<file path="config.mk">
export PLATFORM = sky130hd
export DESIGN_NAME = speed_override_scaled_clock
export DESIGN_NICKNAME = d
export VERILOG_FILES = /design/src/hdl/sosc_pkg.sv /design/src/hdl/sosc_div.sv /design/src/hdl/sosc_dp.sv /design/src/hdl/sosc_ctrl.sv /design/src/hdl/speed_override_scaled_clock.sv
export VERILOG_INCLUDE_DIRS = /design/src /design/src/hdl
export SDC_FILE = /design/constraint.sdc
export NUM_CORES = 2
export LEC_CHECK = 0
export ABC_AREA = 1
export ABC_CLOCK_PERIOD_IN_PS = 8500
export BUFFER_PORTS_ARGS = -buffer_cell sky130_fd_sc_hd__buf_2
export CAP_MARGIN = 25
export CORE_ASPECT_RATIO = 1.2
export CORE_UTILIZATION = 45
export CTS_CLUSTER_DIAMETER = 80
export CTS_CLUSTER_SIZE = 12
export DETAILED_ROUTE_END_ITERATION = 10
export PLACE_DENSITY = 0.69
export SETUP_SLACK_MARGIN = 0.3
export SYNTH_ARGS = -nofsm -noshare
export SYNTH_HDL_FRONTEND = slang
export SYNTH_HIERARCHICAL = 1
export SYNTH_SLANG_ARGS = --single-unit
</file>
<file path="constraint.sdc">
create_clock -name i_clk -period 8.5 [get_ports i_clk]
set_input_delay 0.425 -clock i_clk [delete_from_list [all_inputs] [get_ports i_clk]]
set_output_delay 0.425 -clock i_clk [all_outputs]
set_load 0.01 [all_outputs]
</file>
<file path="src/hdl/assert_macros.svh">
// Assertion helpers shared by the modules of the block.
`ifndef ASSERT_MACROS_SVH
`define ASSERT_MACROS_SVH

// Property checked at every clock edge outside of reset.
`define AST_PROP(label, clk, rst_n, prop, msg) \
    label: assert property (@(posedge clk) disable iff (!rst_n) prop) \
        else $error(msg);

// Condition that must never be seen outside of reset.
`define AST_NEVER(label, clk, rst_n, expr, msg) \
    label: assert property (@(posedge clk) disable iff (!rst_n) !(expr)) \
        else $error(msg);

`endif

</file>
<file path="src/hdl/sosc_pkg.sv">
package sosc_pkg;

    // Field widths.
    localparam int CHAN_W     = 3;
    localparam int PCT_W      = 16;
    localparam int PERIOD_W   = 20;
    localparam int OVR_W      = 17;
    localparam int CLK_W      = 48;
    localparam int POL_W      = 2;
    localparam int ACT_W      = 4;
    localparam int CFG_IDX_W  = 1;
    localparam int CFG_DATA_W = 4;
    localparam int IN_DATA_W  = 40;
    localparam int OUT_DATA_W = 120;

    // Fixed point constants.
    localparam int Q_SHIFT = 16;
    localparam logic [OVR_W-1:0] ONE_Q16 = 17'h10000;
    localparam int PROD_RND = 32768;

    // Percent conversion: (p * 65536 + 50) / 100 by reciprocal multiply.
    localparam int PCT_BITS    = 7;
    localparam int PCT_MAX     = 100;
    localparam int PCT_RND     = 50;
    localparam int PCT_NUM_W   = PCT_BITS + Q_SHIFT;
    localparam int RECIP_W     = 24;
    localparam int RECIP_SHIFT = 30;
    localparam logic [RECIP_W-1:0] RECIP_100 = 24'd10737419;

    localparam int ACT_RESET = 2;

    typedef enum logic [POL_W-1:0] {
        POL_PRODUCT = 2'd0,
        POL_MINIMUM = 2'd1,
        POL_MAXIMUM = 2'd2,
        POL_AVERAGE = 2'd3
    } t_policy;

    localparam logic CMD_SAMPLE = 1'b0;
    localparam logic CMD_TICK   = 1'b1;

    localparam logic [CFG_IDX_W-1:0] REG_POLICY = 1'd0;
    localparam logic [CFG_IDX_W-1:0] REG_ACTIVE = 1'd1;

    typedef enum logic [3:0] {
        ST_IDLE,
        ST_CONVERT,
        ST_COMBINE,
        ST_DIV_START,
        ST_DIV_WAIT,
        ST_FINISH,
        ST_TICK_MUL,
        ST_TICK_ADD,
        ST_DONE
    } t_state;

    typedef struct packed {
        logic load_item;
        logic store_chan;
        logic acc_step;
        logic div_start;
        logic finish;
        logic tick_mul;
        logic tick_add;
    } t_dp_cmd;

    typedef struct packed {
        logic last_chan;
        logic is_avg;
        logic div_done;
    } t_dp_status;

endpackage

</file>
<file path="src/hdl/sosc_div.sv">
`include "assert_macros.svh"

// Restoring divider, one quotient bit per cycle.
module sosc_div #(
    parameter int DVD_W = 20,
    parameter int DVS_W = 4
) (
    input  logic             i_clk,
    input  logic             i_rst_n,
    input  logic             i_start,
    input  logic [DVD_W-1:0] i_dividend,
    input  logic [DVS_W-1:0] i_divisor,
    output logic             o_done,
    output logic [DVD_W-1:0] o_quotient
);

    localparam int CNT_W = $clog2(DVD_W + 1);

    logic             r_busy;
    logic             r_done;
    logic [CNT_W-1:0] r_count;
    logic [DVS_W-1:0] r_rem;
    logic [DVS_W-1:0] r_dvs;
    logic [DVD_W-1:0] r_quo;

    logic [DVS_W:0]   w_trial;
    logic [DVS_W:0]   w_diff;
    logic             w_fits;
    logic [DVS_W-1:0] n_rem;

    always_comb begin
        w_trial = {r_rem, r_quo[DVD_W-1]};
        w_diff  = w_trial - {1'b0, r_dvs};
        w_fits  = (w_trial >= {1'b0, r_dvs});
        n_rem   = w_fits ? w_diff[DVS_W-1:0] : w_trial[DVS_W-1:0];
    end

    always_ff @(posedge i_clk) begin
        if (!i_rst_n) begin
            r_busy  <= 1'b0;
            r_done  <= 1'b0;
            r_count <= '0;
        end else begin
            r_done <= 1'b0;
            if (i_start) begin
                r_busy  <= 1'b1;
                r_count <= '0;
            end else if (r_busy) begin
                r_count <= r_count + CNT_W'(1);
                if (r_count == CNT_W'(DVD_W - 1)) begin
                    r_busy <= 1'b0;
                    r_done <= 1'b1;
                end
            end
        end
    end

    always_ff @(posedge i_clk) begin
        if (i_start) begin
            r_rem <= '0;
            r_dvs <= i_divisor;
            r_quo <= i_dividend;
        end else if (r_busy) begin
            r_rem <= n_rem;
            r_quo <= {r_quo[DVD_W-2:0], w_fits};
        end
    end

    assign o_done     = r_done;
    assign o_quotient = r_quo;

    `AST_NEVER(a_start_while_busy, i_clk, i_rst_n, i_start && r_busy, "divider restarted while busy")

endmodule

</file>
<file path="src/hdl/sosc_dp.sv">
`include "assert_macros.svh"

// Datapath: channel overrides, combining accumulator, clocks.
module sosc_dp #(
    parameter int MAX_CHANNELS = 8
) (
    input  logic                             i_clk,
    input  logic                             i_rst_n,
    input  sosc_pkg::t_dp_cmd                i_cmd,
    output sosc_pkg::t_dp_status             o_status,
    input  sosc_pkg::t_policy                i_policy,
    input  logic [sosc_pkg::ACT_W-1:0]       i_active,
    input  logic [sosc_pkg::CHAN_W-1:0]      i_channel,
    input  logic signed [sosc_pkg::PCT_W-1:0] i_percent,
    input  logic [sosc_pkg::PERIOD_W-1:0]    i_period,
    output logic [sosc_pkg::OVR_W-1:0]       o_combined_ovr,
    output logic [sosc_pkg::CLK_W-1:0]       o_scaled_clk,
    output logic [sosc_pkg::CLK_W-1:0]       o_plain_time
);

    localparam int OVR_W = sosc_pkg::OVR_W;
    localparam int CLK_W = sosc_pkg::CLK_W;
    localparam int IDX_W = (MAX_CHANNELS > 1) ? $clog2(MAX_CHANNELS) : 1;
    localparam int CNT_W = $clog2(MAX_CHANNELS + 1);
    localparam int DIV_W = sosc_pkg::Q_SHIFT + $clog2(MAX_CHANNELS + 1);
    localparam int INC_W = sosc_pkg::PERIOD_W + OVR_W - sosc_pkg::Q_SHIFT;
    localparam int MUL_W = sosc_pkg::PCT_NUM_W + sosc_pkg::RECIP_W;

    logic [OVR_W-1:0] r_ovr [MAX_CHANNELS];
    logic [OVR_W-1:0] r_combined;
    logic [CLK_W-1:0] r_scaled;
    logic [CLK_W-1:0] r_plain;

    logic [sosc_pkg::CHAN_W-1:0]      r_chan;
    logic signed [sosc_pkg::PCT_W-1:0] r_pct;
    logic [sosc_pkg::PERIOD_W-1:0]    r_period;
    logic [DIV_W-1:0]                 r_acc;
    logic [IDX_W-1:0]                 r_idx;
    logic [INC_W-1:0]                 r_inc;

    logic [CNT_W-1:0]                 w_n;
    logic [sosc_pkg::PCT_BITS-1:0]    w_pct;
    logic [sosc_pkg::PCT_NUM_W-1:0]   w_pct_num;
    logic [MUL_W-1:0]                 w_q_prod;
    logic [OVR_W-1:0]                 w_q;
    logic                             w_chan_ok;
    logic [OVR_W-1:0]                 w_ovr_rd;
    logic [2*OVR_W-1:0]               w_prod;
    logic [2*OVR_W:0]                 w_prod_rnd;
    logic [DIV_W-1:0]                 n_acc;
    logic [DIV_W-1:0]                 n_acc_init;
    logic [DIV_W-1:0]                 w_fin;
    logic [OVR_W+sosc_pkg::PERIOD_W-1:0] w_tick_prod;
    logic [DIV_W-1:0]                 w_dividend;
    logic                             w_div_done;
    logic [DIV_W-1:0]                 w_quotient;

    // Active channel count, with zero taken as one and large values limited.
    always_comb begin
        if (i_active == '0) begin
            w_n = CNT_W'(1);
        end else if (32'(i_active) > MAX_CHANNELS) begin
            w_n = CNT_W'(MAX_CHANNELS);
        end else begin
            w_n = CNT_W'(i_active);
        end
    end

    // Clamp the percent to 0..100 and convert it to Q16 with rounding.
    always_comb begin
        if (r_pct[sosc_pkg::PCT_W-1]) begin
            w_pct = '0;
        end else if (r_pct[sosc_pkg::PCT_W-2:0] > (sosc_pkg::PCT_W-1)'(sosc_pkg::PCT_MAX)) begin
            w_pct = sosc_pkg::PCT_BITS'(sosc_pkg::PCT_MAX);
        end else begin
            w_pct = r_pct[sosc_pkg::PCT_BITS-1:0];
        end
        w_pct_num = {w_pct, sosc_pkg::Q_SHIFT'(0)}
                  + sosc_pkg::PCT_NUM_W'(sosc_pkg::PCT_RND);
        w_q_prod  = MUL_W'(w_pct_num) * MUL_W'(sosc_pkg::RECIP_100);
        w_q       = w_q_prod[sosc_pkg::RECIP_SHIFT +: OVR_W];
        w_chan_ok = (32'(r_chan) < MAX_CHANNELS);
    end

    // One combining step per cycle over the channel at r_idx.
    always_comb begin
        w_ovr_rd   = r_ovr[r_idx];
        w_prod     = r_acc[OVR_W-1:0] * w_ovr_rd;
        w_prod_rnd = {1'b0, w_prod} + (2*OVR_W+1)'(sosc_pkg::PROD_RND);
        case (i_policy)
            sosc_pkg::POL_PRODUCT: begin
                n_acc      = DIV_W'(w_prod_rnd[2*OVR_W:sosc_pkg::Q_SHIFT]);
                n_acc_init = DIV_W'(sosc_pkg::ONE_Q16);
            end
            sosc_pkg::POL_MINIMUM: begin
                n_acc      = (DIV_W'(w_ovr_rd) < r_acc) ? DIV_W'(w_ovr_rd) : r_acc;
                n_acc_init = DIV_W'(sosc_pkg::ONE_Q16);
            end
            sosc_pkg::POL_MAXIMUM: begin
                n_acc      = (DIV_W'(w_ovr_rd) > r_acc) ? DIV_W'(w_ovr_rd) : r_acc;
                n_acc_init = '0;
            end
            default: begin
                n_acc      = r_acc + DIV_W'(w_ovr_rd);
                n_acc_init = '0;
            end
        endcase
        w_dividend  = r_acc + DIV_W'(w_n >> 1);
        w_fin       = (i_policy == sosc_pkg::POL_AVERAGE) ? w_quotient : r_acc;
        w_tick_prod = r_period * r_combined;
    end

    sosc_div #(
        .DVD_W (DIV_W),
        .DVS_W (CNT_W)
    ) u_div (
        .i_clk      (i_clk),
        .i_rst_n    (i_rst_n),
        .i_start    (i_cmd.div_start),
        .i_dividend (w_dividend),
        .i_divisor  (w_n),
        .o_done     (w_div_done),
        .o_quotient (w_quotient)
    );

    always_ff @(posedge i_clk) begin
        if (!i_rst_n) begin
            for (int i = 0; i < MAX_CHANNELS; i++) begin
                r_ovr[i] <= sosc_pkg::ONE_Q16;
            end
            r_combined <= sosc_pkg::ONE_Q16;
            r_scaled   <= '0;
            r_plain    <= '0;
        end else begin
            if (i_cmd.store_chan && w_chan_ok) begin
                r_ovr[IDX_W'(r_chan)] <= w_q;
            end
            if (i_cmd.finish) begin
                r_combined <= (w_fin > DIV_W'(sosc_pkg::ONE_Q16)) ?
                              sosc_pkg::ONE_Q16 : w_fin[OVR_W-1:0];
            end
            if (i_cmd.tick_add) begin
                r_scaled <= r_scaled + CLK_W'(r_inc);
                r_plain  <= r_plain + CLK_W'(r_period);
            end
        end
    end

    always_ff @(posedge i_clk) begin
        if (i_cmd.load_item) begin
            r_chan   <= i_channel;
            r_pct    <= i_percent;
            r_period <= i_period;
        end
        if (i_cmd.store_chan) begin
            r_acc <= n_acc_init;
            r_idx <= '0;
        end else if (i_cmd.acc_step) begin
            r_acc <= n_acc;
            r_idx <= r_idx + IDX_W'(1);
        end
        if (i_cmd.tick_mul) begin
            r_inc <= w_tick_prod[sosc_pkg::Q_SHIFT +: INC_W];
        end
    end

    assign o_status.last_chan = (32'(r_idx) + 1 == 32'(w_n));
    assign o_status.is_avg    = (i_policy == sosc_pkg::POL_AVERAGE);
    assign o_status.div_done  = w_div_done;

    assign o_combined_ovr = r_combined;
    assign o_scaled_clk   = r_scaled;
    assign o_plain_time   = r_plain;

    `AST_PROP(a_combined_range, i_clk, i_rst_n, r_combined <= sosc_pkg::ONE_Q16, "global override above 1.0")

endmodule

</file>
<file path="src/hdl/sosc_ctrl.sv">
`include "assert_macros.svh"

// Sequencer: walks one item through the datapath and hands off the result.
module sosc_ctrl (
    input  logic                 i_clk,
    input  logic                 i_rst_n,
    input  logic                 i_s_valid,
    input  logic                 i_tick,
    output logic                 o_s_ready,
    input  logic                 i_out_free,
    output logic                 o_load_out,
    input  sosc_pkg::t_dp_status i_status,
    output sosc_pkg::t_dp_cmd    o_cmd
);

    sosc_pkg::t_state r_state;
    sosc_pkg::t_state n_state;

    always_ff @(posedge i_clk) begin
        if (!i_rst_n) begin
            r_state <= sosc_pkg::ST_IDLE;
        end else begin
            r_state <= n_state;
        end
    end

    always_comb begin
        n_state    = r_state;
        o_cmd      = '0;
        o_s_ready  = 1'b0;
        o_load_out = 1'b0;
        case (r_state)
            sosc_pkg::ST_IDLE: begin
                o_s_ready = 1'b1;
                if (i_s_valid) begin
                    o_cmd.load_item = 1'b1;
                    n_state = (i_tick == sosc_pkg::CMD_TICK) ?
                              sosc_pkg::ST_TICK_MUL : sosc_pkg::ST_CONVERT;
                end
            end
            sosc_pkg::ST_CONVERT: begin
                o_cmd.store_chan = 1'b1;
                n_state = sosc_pkg::ST_COMBINE;
            end
            sosc_pkg::ST_COMBINE: begin
                o_cmd.acc_step = 1'b1;
                if (i_status.last_chan) begin
                    n_state = i_status.is_avg ? sosc_pkg::ST_DIV_START : sosc_pkg::ST_FINISH;
                end
            end
            sosc_pkg::ST_DIV_START: begin
                o_cmd.div_start = 1'b1;
                n_state = sosc_pkg::ST_DIV_WAIT;
            end
            sosc_pkg::ST_DIV_WAIT: begin
                if (i_status.div_done) begin
                    n_state = sosc_pkg::ST_FINISH;
                end
            end
            sosc_pkg::ST_FINISH: begin
                o_cmd.finish = 1'b1;
                n_state = sosc_pkg::ST_DONE;
            end
            sosc_pkg::ST_TICK_MUL: begin
                o_cmd.tick_mul = 1'b1;
                n_state = sosc_pkg::ST_TICK_ADD;
            end
            sosc_pkg::ST_TICK_ADD: begin
                o_cmd.tick_add = 1'b1;
                n_state = sosc_pkg::ST_DONE;
            end
            sosc_pkg::ST_DONE: begin
                if (i_out_free) begin
                    o_load_out = 1'b1;
                    n_state = sosc_pkg::ST_IDLE;
                end
            end
            default: begin
                n_state = sosc_pkg::ST_IDLE;
            end
        endcase
    end

    `AST_PROP(a_div_done_in_wait, i_clk, i_rst_n, i_status.div_done |-> (r_state == sosc_pkg::ST_DIV_WAIT), "divider finished outside its wait state")

endmodule

</file>
<file path="src/hdl/speed_override_scaled_clock.sv">
// Speed-override combiner with a scaled time base. Each override sample
// clamps its signed percent to 0..100, converts it to Q16 (65536 = 1.0,
// halves rounded up), stores it for its channel and recombines the first
// active_channels channels by product, minimum, maximum or rounded average
// into the global override; each tick adds its period to the plain clock
// and (period * global override) >> 16 to the scaled clock, both wrapping
// at 48 bits. Every item yields exactly one result carrying the global
// override and both clocks. Items are handled one at a time: a tick runs
// a multiply step and then an add step, a sample under product, minimum or
// maximum takes one combining step per active channel (through the shared
// multiplier and comparator), and a sample under the average policy also
// runs the rounded mean through a serial divider that produces one quotient
// bit per cycle. A finished result waits in the output register, so the
// next item can be accepted while it is still unclaimed. Configuration
// registers must be written only while no item is in flight, and a new
// policy or channel count shows in the global override from the next
// override sample on.
module speed_override_scaled_clock #(
    parameter int MAX_CHANNELS = 8
) (
    input  logic                                i_clk,
    input  logic                                i_rst_n,
    // Configuration write port.
    input  logic                                i_cfg_we,
    input  logic [sosc_pkg::CFG_IDX_W-1:0]      i_cfg_index,
    input  logic [sosc_pkg::CFG_DATA_W-1:0]     i_cfg_data,
    // Input items.
    input  logic                                s_axis_tvalid,
    output logic                                s_axis_tready,
    // tdata from bit 0 up: channel[2:0], percent[18:3], period[38:19], zero pad.
    input  logic [sosc_pkg::IN_DATA_W-1:0]      s_axis_tdata,
    // tuser: command (0 override sample, 1 time tick).
    input  logic                                s_axis_tuser,
    // Result items.
    output logic                                m_axis_tvalid,
    input  logic                                m_axis_tready,
    // tdata from bit 0 up: combined override[16:0], scaled clock[64:17],
    // plain clock[112:65], zero pad.
    output logic [sosc_pkg::OUT_DATA_W-1:0]     m_axis_tdata
);

    localparam int CHAN_W   = sosc_pkg::CHAN_W;
    localparam int PCT_W    = sosc_pkg::PCT_W;
    localparam int PERIOD_W = sosc_pkg::PERIOD_W;
    localparam int RES_W    = sosc_pkg::OVR_W + 2 * sosc_pkg::CLK_W;
    localparam int PAD_W    = sosc_pkg::OUT_DATA_W - RES_W;

    // Configuration registers.
    sosc_pkg::t_policy                r_policy;
    logic [sosc_pkg::ACT_W-1:0]       r_active;

    // Output register.
    logic                             r_out_valid;
    logic [sosc_pkg::OUT_DATA_W-1:0]  r_out_data;

    sosc_pkg::t_dp_cmd                w_cmd;
    sosc_pkg::t_dp_status             w_status;
    logic                             w_out_free;
    logic                             w_load_out;
    logic [sosc_pkg::OVR_W-1:0]       w_global;
    logic [sosc_pkg::CLK_W-1:0]       w_scaled;
    logic [sosc_pkg::CLK_W-1:0]       w_plain;

    always_ff @(posedge i_clk) begin
        if (!i_rst_n) begin
            r_policy <= sosc_pkg::POL_PRODUCT;
            r_active <= sosc_pkg::ACT_W'(sosc_pkg::ACT_RESET);
        end else if (i_cfg_we) begin
            case (i_cfg_index)
                sosc_pkg::REG_POLICY: r_policy <= sosc_pkg::t_policy'(i_cfg_data[sosc_pkg::POL_W-1:0]);
                sosc_pkg::REG_ACTIVE: r_active <= i_cfg_data[sosc_pkg::ACT_W-1:0];
                default: ;
            endcase
        end
    end

    // The result register frees up when it is empty or drained this cycle.
    assign w_out_free = !r_out_valid || m_axis_tready;

    sosc_ctrl u_ctrl (
        .i_clk      (i_clk),
        .i_rst_n    (i_rst_n),
        .i_s_valid  (s_axis_tvalid),
        .i_tick     (s_axis_tuser),
        .o_s_ready  (s_axis_tready),
        .i_out_free (w_out_free),
        .o_load_out (w_load_out),
        .i_status   (w_status),
        .o_cmd      (w_cmd)
    );

    sosc_dp #(
        .MAX_CHANNELS (MAX_CHANNELS)
    ) u_dp (
        .i_clk          (i_clk),
        .i_rst_n        (i_rst_n),
        .i_cmd          (w_cmd),
        .o_status       (w_status),
        .i_policy       (r_policy),
        .i_active       (r_active),
        .i_channel      (s_axis_tdata[CHAN_W-1:0]),
        .i_percent      (s_axis_tdata[CHAN_W +: PCT_W]),
        .i_period       (s_axis_tdata[CHAN_W+PCT_W +: PERIOD_W]),
        .o_combined_ovr (w_global),
        .o_scaled_clk   (w_scaled),
        .o_plain_time   (w_plain)
    );

    always_ff @(posedge i_clk) begin
        if (!i_rst_n) begin
            r_out_valid <= 1'b0;
        end else if (w_load_out) begin
            r_out_valid <= 1'b1;
        end else if (m_axis_tready) begin
            r_out_valid <= 1'b0;
        end
    end

    always_ff @(posedge i_clk) begin
        if (w_load_out) begin
            r_out_data <= {PAD_W'(0), w_plain, w_scaled, w_global};
        end
    end

    assign m_axis_tvalid = r_out_valid;
    assign m_axis_tdata  = r_out_data;

    `AST_PROP(a_busy_after_accept, i_clk, i_rst_n, (s_axis_tvalid && s_axis_tready) |=> !s_axis_tready, "new item taken while one is in progress")

endmodule

</file>
==> run metrics <==
status complete, no violations; Row Count 132; nets 7044; WP buf/inv 6; Mean Syn Cell Area 8.39 µm²; largest family of logic cells by synthesized area adder cells; Vias 39900; synth unique cells 68; asr flop ratio synth 0%; most frequent cells in the layout inv_1 (1178), nand2_1 (1121), nor2_1 (677); Worst Path Max Fanout 37; routability congestion estimate 0.965; CP delay by family, top adder cells; Worst EP required 8.95 ns; Starting Density 45.4%; RSZ-0062 raised after global routing false; min-delay worst type in -> reg; 1st-pass router iterations 6; synth warn 6; CTS tree yes; fin worst setup slack 0.773 ns; critical path's slowest cell fa_1; global-route wire length before repair 217 mm; Via-to-Cell Ratio 5.37; number of CTS-inserted buffers 50; Worst path max stage delay 0.57 ns; share of Yosys cell area claimed by the top area cell type 21.6%; area delta synth->final 9.00%; register area share after synthesis 27.4%; CP dominant cell by count fa_1; Num Clock Sinks 494; post-layout minimum cycle time 7.73 ns; Skew-Pair Late Insertion Delay 0.65 ns; IO buf count 164; Setup crit end kind flip-flop; Post-route DRC 0; Synth Register Bits 494; Initial DRC Count 3293; worst-margin pin slew 1.20 ns; post-synthesis mux area share 0%; Post CTS Setup Buffer Count 0; Rel. slew slack 20.3%; Core ar. 108000 µm²; all-layer global routing usage 25.2%; XOR/XNOR share of the synthesized area 1.82%; Synth Instances 5847; die area 110000 µm²; DR WL/cell 18.5 µm; largest cells by area after synthesis edfxtp_1 (22%), fa_1 (22%), ha_1 (12%); Post-synth top flop edfxtp_1; startpoint class of the critical path flip-flop; CTS clk-pin slew, worst paths 0.07 ns; Final Cycle Share 90.9%; Die Width 303 µm; Compound-Gate Fraction of Synth Area 8.09%; Max Cap Viol 0; most common cell after layout, fill and taps aside inv_1; hold wc startpoint i_cfg_data[1]; gr ovfl total 0; Top Ports 173; Bufs on Longest Clock Path 3; layout cells sized above 1 6.38%; Post-Syn Area 49000 µm²; area leader, netlist edfxtp_1; Fillers 10300; worst clock skew 0.0555 ns; die height 364 µm; setup_tns 0 ns; largest net degree at the start of global routing 72; vias in the first global route 40300; HPWL Detailed 105 mm; WS Path Type reg -> reg; Fmax achieved 0.129 GHz; adder-cell share of the synthesized area 33.9%; initial antenna violation count 0; Final setup violation count 0; Fin. Hold Viols 0; number of H-tree levels 2; Root Driver clkbuf_16; simple logic cell fraction of the synthesized area 17.7%; pre-CTS WS 0.736 ns; CP Data Arrival Time 8.18 ns; DRT Wirelength 138 mm; Post-synth EDFFs 353; antenna viol nets, final 0; Final Max Tran Viols 0
==> cell families after synthesis <==
logic type / count (synthesis)
other: 1
and+or+nand+nor: 2138
xor gates and xnor gates: 96
AOI/OAI and AO/OA: 696
DFF: 494
adders and majority gates: 1012
buffers and inverters: 1410
==> area by class of cell <==
cell class                      count  area [µm²]  area share (%)
Sequential cell                   494       13400            25.1
Clock buffer                       78        1380            2.58
Multi-Input combinational cell   3949       30200            56.6
Tap cell                         1407        1760            3.29
Antenna cell                        1        2.50         0.00468
Timing Repair Buffer              273        1950            3.65
Inverter                         1213        4560            8.53
Clock inverter                     10         151           0.283
==> Yosys cell counts, types with 46 or more instances <==
| cell type | instances |
|---|---|
| xor2_1 | 60 |
| nor2_1 | 681 |
| fa_1 | 527 |
| nor3_1 | 65 |
| inv_1 | 1181 |
| nand4_1 | 46 |
| nand3_1 | 147 |
| edfxtp_1 | 353 |
| a21oi_1 | 254 |
| nand2_1 | 1121 |
| o21ai_0 | 259 |
| clkbuf_1 | 145 |
| dfxtp_1 | 141 |
| ha_1 | 485 |
==> final timing paths <==
check | end | slack (ns) | cells past startpoint
setup / recovery | u_dp/r_acc[18] | 0.77 | 26
hold reg to reg | m_axis_tdata[111] | 0.43 | 0
hold / removal | r_active[1] | 0.05 | 3
setup reg to reg | u_dp/r_acc[18] | 0.77 | 26
==> flip-flops by register name, indices dropped and copies added, names as in the netlist, 5 cells and up, named ones only <==
signal	count
u_dp/r_ovr	136
m_axis_tdata	113
u_dp/o_plain_time	48
u_dp/o_scaled_clk	48
u_dp/r_inc	21
u_dp/r_acc	20
u_dp/r_period	20
u_dp/u_div/o_quotient	20
u_dp/o_combined_ovr	17
u_dp/r_pct	16
u_dp/u_div/r_count	5
==> what timing repair did <==
action                                 in CTS  in global routing
gates resized for setup                     0                  2
hold buffers                               38                  0
setup endpoints to repair                   0                  3
endpoints found under the hold margin      38                  0
==> routing by layer <==
layer | GRT usage, % | vias to the layer above | wire length [µm]
li1 | - | 18600 | -
met1 | 31.7 | 19400 | 55000
met2 | 43.0 | 1624 | 66500
met3 | 3.43 | 317 | 10200
met4 | 10.8 | 0 | 5930
met5 | 0 | - | 0
==> worst reg2reg max path: stages, from the launching register on <==
cell,delay [ns]
dfxtp_2,0.32
inv_2,0.45
buf_4,0.45
o21ai_0,0.14
o221ai_1,0.23
nand2_1,0.17
clkinv_1,0.33
nand2_1,0.14
fa_1,0.55
inv_1,0.05
fa_1,0.46
fa_1,0.53
fa_1,0.53
fa_1,0.55
inv_1,0.07
fa_1,0.57
inv_1,0.07
ha_1,0.38
a21oi_1,0.21
o21ai_0,0.15
a21oi_1,0.27
nor2_1,0.08
a211oi_1,0.25
nand2_1,0.10
nand2_1,0.06
nand3_1,0.23
a21oi_1,0.25
==> per-stage QoR <==
| step | hold slack, ns | cell area [µm²] | util (%) | cells |
|---|---|---|---|---|
| floorplan | 0.408 | 49100 | - | 5853 |
| global placement | 0.412 | 51200 | 47.4 | 7286 |
| detailed placement | 0.420 | 51300 | 47.5 | 7288 |
| CTS | 0.00602 | 53200 | 49.2 | 7414 |
| global route | 0.0447 | 53500 | 49.5 | 7424 |
| finish | 0.0454 | 53500 | 49.5 | 7425 |
Power is not shown: default switching activity piles up to over one toggle a cycle in this logic, so the estimate is an artifact.
